File: config.mk
export PLATFORM = sky130hd
export DESIGN_NAME = rcc_cache
export DESIGN_NICKNAME = d
export VERILOG_FILES = /design/src/design/rcc_pkg.sv /design/src/design/rcc_cache.sv
export SDC_FILE = /design/constraint.sdc
export NUM_CORES = 1
export LEC_CHECK = 0
export BUFFER_PORTS_ARGS = -buffer_cell sky130_fd_sc_hd__clkbuf_2
export CORE_MARGIN = 3
export CORE_UTILIZATION = 36
export CTS_BUF_LIST = sky130_fd_sc_hd__clkbuf_16
export CTS_CLUSTER_DIAMETER = 80
export DETAILED_ROUTE_END_ITERATION = 12
export PLACE_DENSITY_LB_ADDON = 0.25
export SETUP_SLACK_MARGIN = 0.05
export SLEW_MARGIN = 20
export SYNTH_ARGS = -nofsm -noshare
export SYNTH_HDL_FRONTEND = slang
export SYNTH_SLANG_ARGS = --single-unit
File: constraint.sdc
create_clock -name clock -period 4.65 [get_ports clock]
set_input_delay 0.2325 -clock clock [delete_from_list [all_inputs] [get_ports clock]]
set_output_delay 0.2325 -clock clock [all_outputs]
set_load 0.005 [all_outputs]
File: src/design/rcc_pkg.sv
// Shared types and constants for the rod cutting block with result cache.
`timescale 1ns / 1ps
package rcc_pkg;

   localparam logic [23:0] VALUE_MAX = 24'hFFFFFF;
   localparam logic [15:0] LFSR_SEED = 16'hACE1;
   localparam logic [15:0] LFSR_TAPS = 16'hB400;

   localparam int CSR_INDEX_W = 2;
   localparam int CSR_DATA_W  = 5;

   typedef enum logic [CSR_INDEX_W-1:0] {
      CSR_REPLACE_POLICY = 2'd0,
      CSR_PIECE_COUNT    = 2'd1,
      CSR_CACHE_CAPACITY = 2'd2
   } csr_index_type;

   typedef enum logic {
      KIND_LOAD  = 1'b0,
      KIND_QUERY = 1'b1
   } kind_type;

   typedef enum logic {
      POLICY_LRU    = 1'b0,
      POLICY_RANDOM = 1'b1
   } policy_type;

   typedef struct packed {
      logic        kind;
      logic [3:0]  piece_index;
      logic [7:0]  piece_length;
      logic [15:0] piece_value;
      logic [7:0]  rod_length;
   } req_type;

   typedef struct packed {
      logic [23:0] best_value;
      logic        cache_hit;
   } rsp_type;

   // Status returned by the cache to the controller.
   typedef struct packed {
      logic        hit;
      logic        busy;
      logic        overfull;
      logic [23:0] answer;
   } cache_status_type;

endpackage

File: src/design/rcc_cache.sv
// Small fully associative result cache with recency ranks and LRU or random eviction.
`timescale 1ns / 1ps
module rcc_cache #(
   parameter int MAX_ROD       = 255,
   parameter int CACHE_ENTRIES = 8
) (
   input  logic clock,
   input  logic reset,
   input  logic [$clog2(MAX_ROD+1)-1:0] key,
   input  logic touch,
   input  logic insert,
   input  logic [23:0] insert_answer,
   input  logic policy,
   input  logic [3:0] capacity,
   output rcc_pkg::cache_status_type status
);
   localparam int RW = $clog2(MAX_ROD + 1);
   localparam int SW = (CACHE_ENTRIES > 1) ? $clog2(CACHE_ENTRIES) : 1;
   localparam int FW = $clog2(CACHE_ENTRIES + 1);

   typedef enum logic [1:0] {C_IDLE, C_MOD, C_DROP, C_PUT} state_type;

   state_type state_ff;
   logic [RW-1:0] key_mem [CACHE_ENTRIES];
   logic [23:0] ans_mem [CACHE_ENTRIES];
   logic [CACHE_ENTRIES-1:0] valid_ff;
   logic [SW-1:0] rank_ff [CACHE_ENTRIES];
   logic [FW-1:0] fill_ff;
   logic [15:0] lfsr_ff, mod_src_ff;
   logic [3:0] bit_ff;
   logic [FW-1:0] rem_ff;
   logic [RW-1:0] ins_key_ff;
   logic [23:0] ins_ans_ff;

   logic hit;
   logic [SW-1:0] hit_slot;
   logic [23:0] hit_answer;
   logic [FW-1:0] cap;
   logic [15:0] lfsr_next;
   logic [FW:0] rem_shift;
   logic [FW-1:0] rem_next;
   logic vic_found;
   logic [SW-1:0] vic_slot;
   logic free_found;
   logic [SW-1:0] free_slot;

   always_comb begin
      hit = 1'b0;
      hit_slot = '0;
      hit_answer = '0;
      vic_found = 1'b0;
      vic_slot = '0;
      free_found = 1'b0;
      free_slot = '0;
      for (int j = CACHE_ENTRIES - 1; j >= 0; j--) begin
         if (valid_ff[j] && key_mem[j] == key) begin
            hit = 1'b1;
            hit_slot = SW'(j);
            hit_answer = ans_mem[j];
         end
         if (valid_ff[j] && 32'(rank_ff[j]) == 32'(rem_ff)) begin
            vic_found = 1'b1;
            vic_slot = SW'(j);
         end
         if (!valid_ff[j]) begin
            free_found = 1'b1;
            free_slot = SW'(j);
         end
      end
   end

   always_comb begin
      if (capacity == 4'd0) begin
         cap = FW'(1);
      end else if (32'(capacity) > CACHE_ENTRIES) begin
         cap = FW'(CACHE_ENTRIES);
      end else begin
         cap = FW'(capacity);
      end
   end

   assign lfsr_next = {1'b0, lfsr_ff[15:1]} ^ (lfsr_ff[0] ? rcc_pkg::LFSR_TAPS : 16'd0);
   // Restoring remainder, one bit of the random word per cycle.
   assign rem_shift = {rem_ff, mod_src_ff[bit_ff]};
   assign rem_next  = (rem_shift >= {1'b0, fill_ff}) ? FW'(rem_shift - {1'b0, fill_ff})
                                                     : FW'(rem_shift);

   always_ff @(posedge clock) begin
      if (state_ff == C_IDLE && insert) begin
         ins_key_ff <= key;
         ins_ans_ff <= insert_answer;
      end
      if (state_ff == C_PUT && free_found) begin
         key_mem[free_slot] <= ins_key_ff;
         ans_mem[free_slot] <= ins_ans_ff;
      end
   end

   always_ff @(posedge clock) begin
      if (reset) begin
         state_ff <= C_IDLE;
         valid_ff <= '0;
         for (int j = 0; j < CACHE_ENTRIES; j++) begin
            rank_ff[j] <= '0;
         end
         fill_ff <= '0;
         lfsr_ff <= rcc_pkg::LFSR_SEED;
      end else begin
         case (state_ff)
            C_IDLE: begin
               if (touch && hit) begin
                  for (int j = 0; j < CACHE_ENTRIES; j++) begin
                     if (SW'(j) != hit_slot && valid_ff[j] &&
                         rank_ff[j] > rank_ff[hit_slot]) begin
                        rank_ff[j] <= rank_ff[j] - SW'(1);
                     end
                  end
                  rank_ff[hit_slot] <= SW'(fill_ff - FW'(1));
               end else if (insert) begin
                  if (fill_ff >= cap && fill_ff != '0) begin
                     rem_ff <= '0;
                     if (policy == rcc_pkg::POLICY_RANDOM) begin
                        lfsr_ff    <= lfsr_next;
                        mod_src_ff <= lfsr_next;
                        bit_ff     <= 4'd15;
                        state_ff   <= C_MOD;
                     end else begin
                        state_ff <= C_DROP;
                     end
                  end else begin
                     state_ff <= C_PUT;
                  end
               end
            end
            C_MOD: begin
               rem_ff <= rem_next;
               bit_ff <= bit_ff - 4'd1;
               if (bit_ff == 4'd0) begin
                  state_ff <= C_DROP;
               end
            end
            C_DROP: begin
               if (vic_found) begin
                  valid_ff[vic_slot] <= 1'b0;
                  for (int j = 0; j < CACHE_ENTRIES; j++) begin
                     if (valid_ff[j] && 32'(rank_ff[j]) > 32'(rem_ff)) begin
                        rank_ff[j] <= rank_ff[j] - SW'(1);
                     end
                  end
                  fill_ff <= fill_ff - FW'(1);
               end
               state_ff <= C_PUT;
            end
            C_PUT: begin
               if (free_found) begin
                  valid_ff[free_slot] <= 1'b1;
                  rank_ff[free_slot]  <= SW'(fill_ff);
                  fill_ff <= fill_ff + FW'(1);
               end
               state_ff <= C_IDLE;
            end
            default: state_ff <= C_IDLE;
         endcase
      end
   end

   assign status.hit      = hit;
   assign status.busy     = (state_ff != C_IDLE);
   assign status.overfull = (32'(fill_ff) > CACHE_ENTRIES);
   assign status.answer   = hit_answer;

endmodule

==> summary.txt, run 1 <==
Clock network
  • CTS sink count: about 370
  • Worst-skew pair later-pin latency: 0.57 ns
  • CTS tree: built
  • Clock Path Buffers: 3
  • Reg clk slew, reported paths: 0.06 ns
  • Htree depth: 2
  • Clock root buffer: clkbuf_16
  • Total CTS buffers: roughly 40

Detailed routing
  • Final wirelength: 46600 um
  • Post-route DRC: 0
  • Routed len/inst: 21.1 um
  • M1 wire length: 20700 um
  • Antenna Violating Nets Remaining: 0
  • Via Count: 11992
  • Post-DR vias/cell: 5.43
  • Top Metal Used: met4
  • Met3 WL: 2350 um
  • DRT Pass-1 Iters: 5
  • Drt first-iter violations: 912
  • Routed met2 length: between 20000 and 25000 um

Synth
  • Top-count cell post-synth: edfxtp_1
  • Syn Nets: 1550
  • Top cells by area, synth: edfxtp_1 (57%), ha_1 (4.5%), dfxtp_1 (3.4%)
  • Post-Synthesis Cells: 1444
  • EDFF count, synth: between 300 and 400
  • Cell variety after synth: 86
  • Synthesis warning total: 0
  • Netlist Area Pre-Place: 17700 sq um
  • Synth area leader: edfxtp_1
  • Top-area cell type share of the netlist area: 57.2%
  • Synth Area per Inst: 12.2 sq um
  • Post-synthesis sequential area ratio: about three fifths
  • Yosys reg bits: roughly 370
  • Prevailing post-synth register cell: edfxtp_1
  • Async SR Flop Fraction: 0%
  • Commonest cells post-synth: edfxtp_1 (336), nor2_1 (137), nand2_1 (94)

Power
  • Share of total power in sequential cells: 49.4%
  • Leak pwr: 7.15 nW
  • Logic pwr share: 13.3%
  • Sw Pwr: 0.00219 W
  • Clock power share: 37.3%
  • Net Sw Frac: a little over a quarter
  • PwrDens: 403 nW/um^2
  • Peak VDD IR: 387 uV
  • Cell Int Power: around 0.0060 W

Run
  • Max-Cap Viols: 0

STA
  • Final Cycle Share: between 90% and 100%
  • Pins Over Slew Limit: 0
  • Min Tclk post-route: 4.27 ns
  • Max Fclk: 0.234 GHz
  • Clk_skew: 0.0251 ns
  • Final setup violation count: 0
  • Max-slew headroom: 27.1%
  • Hold Violations, Final: 0
  • Setup TNS: 0 ns
  • Unrepaired setup endpoints after global routing: false
  • Slew @ Worst Pin: 1.09 ns

Worst setup path
  • Crit path launch type: primary input
  • Critical path arrival: 4.55 ns
  • Beginning of the worst register-to-register path: key_mem[6][1]$_DFFE_PP_
  • Critical Path RT: 4.93 ns
  • Slowest stage cell, crit path: dlygate4sd3_1
  • Buf+Inv Stages, Crit Path: 3
  • Crit path cell chain: dlygate4sd3_1, clkbuf_2, buf_4, xor2_1, nand2b_1, nor3_1, or2_2, a21oi_1, nand3b_1, o22ai_1, nor3_1, nor2_1, ha_1, a21boi_0, o21ai_0, nor2_1, o2111ai_1, mux2i_1, o21ai_0, o22ai_1
  • Crit. End Element: flop
  • Setup CP Type: in -> reg
  • Worst-path fanout max: 7
  • Crit path from: key[0]
  • CP max stage delay: 0.55 ns
  • Largest delay share family, worst path: compound AO/OA/AOI/OAI gates

Worst hold path
  • Hold crit path type: in -> reg
  • Hold Path Origin: key[3]

Place
  • # port buffers: between 60 and 70
  • Hpwl dp: 31200 um
  • Area after DPL: 18900 sq um
  • Routability cong.: 0.933

Global route
  • Vias in the first global route: between 10000 and 15000
  • Largest net degree at the start of global routing: 56
  • Global-route wire length before repair: just over 70000 um
  • Grt ovf: 0
  • Tot GR Track Use: 18.2%
  • Initial antenna violation count: 0

Die
  • Starting Density: 36.7%
  • Die Area: 51700 sq um
  • Site Rows: 80
  • Core ar.: 48000 sq um
  • Die X: 227 um
  • IO Count: 68
  • Overall die height: 227 um

Run status
  • Outcome: finished, final reports clean

Cells and area
  • Area Growth Syn to Fin: 15.9%
  • Fin util: between 40% and 50%
  • Diode count: 0
  • FF+latch area: around 11000 sq um
  • Area occupied by multi-input gates: 6520 sq um
  • Fill cell count: about 4500
  • Fin nets: approximately 1700
  • Design area: 20500 sq um
  • Share of layout cells above drive strength 1: 15.1%
## final timing paths
kind	cells after the start	slack, ns	endpoint
worst min register to register	0	0.44	mod_src_ff[11]$_DFFE_PP_
worst max register to register	17	0.43	rank_ff[4][0]$_DFFE_PP_
worst max-delay path	20	0.38	rank_ff[4][0]$_DFFE_PP_
worst min-delay path	1	0.12	ins_key_ff[3]$_DFFE_PP_
## cell type report
class / count / share of cell area, %
inverter: 63 / 1.16
sequential: 366 / 52.3
timing repair buffer: 141 / 4.67
clock buffer: 42 / 5.14
tap: 615 / 3.76
multi-input combinational: 948 / 31.9
clock inverter: 33 / 1.11
## metal layers
layer  up-vias  track usage [%]
li1       5687                -
met1      5888             24.3
met2       332             30.5
met3        85             3.29
met4         0             5.65
met5         -                0
## power by group through the flow
stage	Combinational [W]	Clock [W]	Sequential (W)
finish	0.00110	0.00307	0.00407
global route	0.00122	0.00327	0.00410
CTS	0.00110	0.00314	0.00407
detailed placement	0.00108	0	0.00414
global placement	0.00105	0	0.00413
floorplan	0.000749	0	0.00406
## flip-flops by register name, summed over array words and instances, names as in the netlist
signal and flops:
bit_ff 4, state_ff 2, mod_src_ff 16, ins_ans_ff 24, rank_ff 24, ins_key_ff 8, key_mem 64, rem_ff 4
valid_ff 8, ans_mem 192, lfsr_ff 16, fill_ff 4
## layout by cell type, fill, tap and decap left out, drive strengths merged, types with 56 or more instances in the layout
| master | count |
|---|---|
| a21oi | 89 |
| clkbuf | 109 |
| edfxtp | 336 |
| ha | 64 |
| inv | 74 |
| nand2 | 94 |
| nand3 | 56 |
| nor2 | 137 |
| nor3 | 78 |
| xnor2 | 72 |
## cell families (layout without fill, tap and decap cells)
| kind of cell | count (synthesis) | after routing | share of synthesized area, % |
|---|---|---|---|
| simple gates | 492 | 492 | 14.1 |
| flops | 366 | 366 | 60.6 |
| compound gates | 275 | 275 | 10.8 |
| buf+inv | 130 | 279 | 3.24 |
| xor+xnor | 84 | 84 | 4.51 |
| fa+ha+maj | 65 | 65 | 4.65 |
| mux | 32 | 32 | 2.17 |
## worst register-to-register path: stages, from the launching register on
cell and delay (ns):
edfxtp_1 0.41, xnor2_1 0.25, nand4_1 0.22, nor4_4 0.34, o211ai_1 0.17, a21oi_1 0.37, nand3b_1 0.23, o22ai_1 0.21
nor3_1 0.07, nor2_1 0.32, ha_1 0.34, a21boi_0 0.14, o21ai_0 0.16, nor2_1 0.08, o2111ai_1 0.09, mux2i_1 0.12
o21ai_0 0.29, o22ai_1 0.14
## through the flow
step / std cells / setup WS (ns) / total power (W) / hold WS (ns)
after floorplan: 1444 / 0.686 / 0.00481 / 0.331
after global placement: 2105 / 0.0990 / 0.00518 / 0.410
after detailed placement: 2105 / 0.0595 / 0.00522 / 0.411
after CTS: 2206 / 0.118 / 0.00831 / 0.0851
after global routing: 2208 / 0.0352 / 0.00859 / 0.107
final: 2208 / 0.383 / 0.00823 / 0.115
## repair_timing
item,in CTS,in global routing
gates resized for setup,0,10
endpoints found under the hold margin,26,0
setup endpoints to repair,0,41
hold buffers,26,0
buffers inserted,0,2
Note: power is estimated with default switching activity, not from simulation.
==> run 2: changes to the inputs <==
--- a/config.mk
+++ b/config.mk
@@ -7,7 +7,7 @@
 export LEC_CHECK = 0
 export BUFFER_PORTS_ARGS = -buffer_cell sky130_fd_sc_hd__clkbuf_2
 export CORE_MARGIN = 3
-export CORE_UTILIZATION = 36
+export CORE_UTILIZATION = 35
 export CTS_BUF_LIST = sky130_fd_sc_hd__clkbuf_16
 export CTS_CLUSTER_DIAMETER = 80
 export DETAILED_ROUTE_END_ITERATION = 12
==> run 2 against run 1 <==
Compared with the run above:
- non-clock buffer count up 5
- largest cell class unchanged
- die area up 2.8%
- wire length down 0.33%
- power up 1.9%
- register-to-register slack worse by 0.08 ns
- sequential share of layout area down 0.41 points
- worst setup slack worse by 0.030 ns
- largest power group unchanged
- clock power up 4%
- global-route usage down 0.59 points
==> summary.txt, run 2 (synthesis results as in run 1) <==
Run status
  • Outcome: finished, final reports clean (unchanged)

STA
  • Clk_skew: 0.0203 ns (was 0.0251 ns)
  • Setup TNS: 0 ns (unchanged)
  • Slew @ Worst Pin: 0.908 ns (was 1.09 ns)
  • Final Cycle Share: 92.4% (was 91.8%)
  • Pins Over Slew Limit: 0 (unchanged)
  • Max-slew headroom: 39.1% (was 27.1%)
  • Max Fclk: 0.233 GHz (was 0.234 GHz)
  • Final setup violation count: 0 (unchanged)
  • Hold Violations, Final: 0 (unchanged)
  • Unrepaired setup endpoints after global routing: false (unchanged)
  • Min Tclk post-route: 4.30 ns (was 4.27 ns)

Place
  • Placed cells: 2162 (was 2105)
  • Area after DPL: 19000 sq um (was 18900 sq um)
  • Hpwl dp: 31600 um (was 31200 um)
  • Routability cong.: 0.910 (was 0.933)
  • # port buffers: 67 (unchanged)

Clock network
  • Clock root buffer: clkbuf_16 (unchanged)
  • Total CTS buffers: 41 (unchanged)
  • Reg clk slew, reported paths: 0.06 ns (about the same)
  • Clock Path Buffers: 3 (unchanged)
  • Worst-skew pair later-pin latency: 0.57 ns (about the same)
  • CTS sink count: 366 (unchanged)
  • Htree depth: 2 (unchanged)
  • CTS tree: built (unchanged)

Power
  • Cell Int Power: 0.00617 W (was 0.00604 W)
  • PwrDens: 407 nW/um^2 (was 403 nW/um^2)
  • Share of total power in sequential cells: 48.5% (was 49.4%)
  • Sw Pwr: 0.00222 W (was 0.00219 W)
  • Leak pwr: 7.18 nW (was 7.15 nW)
  • Overall Power: 0.00839 W (was 0.00823 W)
  • Peak VDD IR: 336 uV (was 387 uV)
  • Clock power share: 38.2% (was 37.3%)
  • Logic pwr share: 13.3% (about the same)
  • Net Sw Frac: 26.4% (was 26.6%)

Global route
  • Grt ovf: 0 (unchanged)
  • Tot GR Track Use: 17.6% (was 18.2%)
  • Largest net degree at the start of global routing: 41 (was 56)
  • Vias in the first global route: 12133 (was 11844)
  • Initial antenna violation count: 0 (unchanged)
  • Global-route wire length before repair: 72800 um (was 71800 um)

Detailed routing
  • Routed len/inst: 20.5 um (was 21.1 um)
  • Post-DR vias/cell: 5.30 (was 5.43)
  • Post-route DRC: 0 (unchanged)
  • Drt first-iter violations: 932 (was 912)
  • Antenna Violating Nets Remaining: 0 (unchanged)
  • Via Count: 11999 (was 11992)
  • DRT Pass-1 Iters: 5 (unchanged)
  • Final wirelength: 46500 um (was 46600 um)

Cells and area
  • Final std cells w/o fill: 2262 (was 2208)
  • Fin nets: 1672 (was 1667)
  • Area Growth Syn to Fin: 16.8% (was 15.9%)
  • Largest regs: ans_mem: 192 flops, key_mem: 64 flops (unchanged)
  • Design area: 20600 sq um (was 20500 sq um)
  • Most frequent cells in the layout: edfxtp_1 (336), nor2_1 (131), nand2_1 (93), a21oi_1 (88) (was edfxtp_1 (336), nor2_1 (130), nand2_1 (92), a21oi_1 (89), inv_1 (73))
  • Most common library cell in the layout ignoring fill and taps: edfxtp_1 (unchanged)
  • Share of layout cells above drive strength 1: 15.7% (was 15.1%)
  • Largest register FFs: 192 (unchanged)
  • Diode count: 0 (unchanged)
  • Largest register by flop count: ans_mem (unchanged)

Die
  • Core ar.: 49400 sq um (was 48000 sq um)
  • Site Rows: 81 (was 80)
  • Die X: 231 um (was 227 um)
  • Overall die height: 231 um (was 227 um)
  • Die Area: 53200 sq um (was 51700 sq um)
  • IO Count: 68 (unchanged)
  • Starting Density: 35.8% (was 36.7%)

Worst setup path
  • Critical Path RT: 5.03 ns (was 4.93 ns)
  • Crit. End Element: flop (unchanged)
  • Setup CP Type: reg -> reg (was in -> reg)
  • Critical path arrival: 4.68 ns (was 4.55 ns)
  • Worst-path fanout max: 6 (was 7)
  • Crit path launch type: flop (was primary input)

Run
  • Max-Cap Viols: 0 (unchanged)

Worst hold path
  • Hold crit path type: in -> reg (unchanged)
run 2: worst paths after layout:
path | start | slack (ns) | depth (start not counted) | end
setup / recovery | key_mem[0][0]$_DFFE_PP_ | 0.35 | 16 | rank_ff[2][2]$_DFFE_PP_
setup reg to reg | key_mem[0][0]$_DFFE_PP_ | 0.35 | 16 | rank_ff[2][2]$_DFFE_PP_
hold reg to reg | lfsr_ff[12]$_SDFFE_PP0P_ | 0.44 | 0 | mod_src_ff[11]$_DFFE_PP_
hold / removal | key[0] | 0.1 | 2 | ins_key_ff[0]$_DFFE_PP_
run 2: stage by stage:
step           hold WS (ns)  worst slack (ns)  util (%)
3_5_place_dp          0.411            0.0267      38.5
6_report             0.0957             0.353      41.8
2_1_floorplan         0.331             0.686         -
5_1_grt              0.0747            0.0738      41.8
4_1_cts              0.0548            0.0950      41.7
3_3_place_gp          0.411            0.0922      38.5
run 2: power by group through the flow:
stage,clock (W),combinational (W),sequential (W)
finish,0.00320,0.00112,0.00407
global route,0.00343,0.00123,0.00410
CTS,0.00330,0.00112,0.00407
detailed placement,0,0.00110,0.00414
global placement,0,0.00107,0.00413
floorplan,0,0.000749,0.00406
run 2: worst max-delay path: stages (launching register included):
cell and delay [ns]:
edfxtp_1 0.38, xor2_1 0.36, nand2b_1 0.20, nor3_1 0.10, or2_2 0.36, or3_1 0.50, o21ai_0 0.13, a211oi_1 0.08
o21ai_0 0.23, nand2_2 0.19, buf_4 0.20, ha_1 0.19, a21boi_0 0.16, o21ai_0 0.13, a2111oi_2 0.35, o221ai_2 0.21
a221oi_1 0.32
run 2: layout make-up:
cell class / count / area, sq um
clock buffers: 42 / 1050
clock inverters: 33 / 290
fillers: 4676 / 28700
inverters: 63 / 236
multi-input cells: 948 / 6530
flip-flops and latches: 366 / 10700
well taps: 664 / 831
repair buffers: 146 / 988
run 2: metal layers:
layer / wire [um] / track usage, % / up-vias
li1: - / - / 5702
met1: 21100 / 23.8 / 5935
met2: 22000 / 29.3 / 293
met3: 2100 / 2.63 / 69
met4: 1250 / 5.53 / 0
met5: 0 / 0 / -
run 2: what timing repair did:
action / in CTS / in global routing
setup endpoints to repair: 0 / 41
buffers inserted: 0 / 1
hold buffers: 24 / 0
resized for setup: 0 / 12
endpoints found under the hold margin: 24 / 0
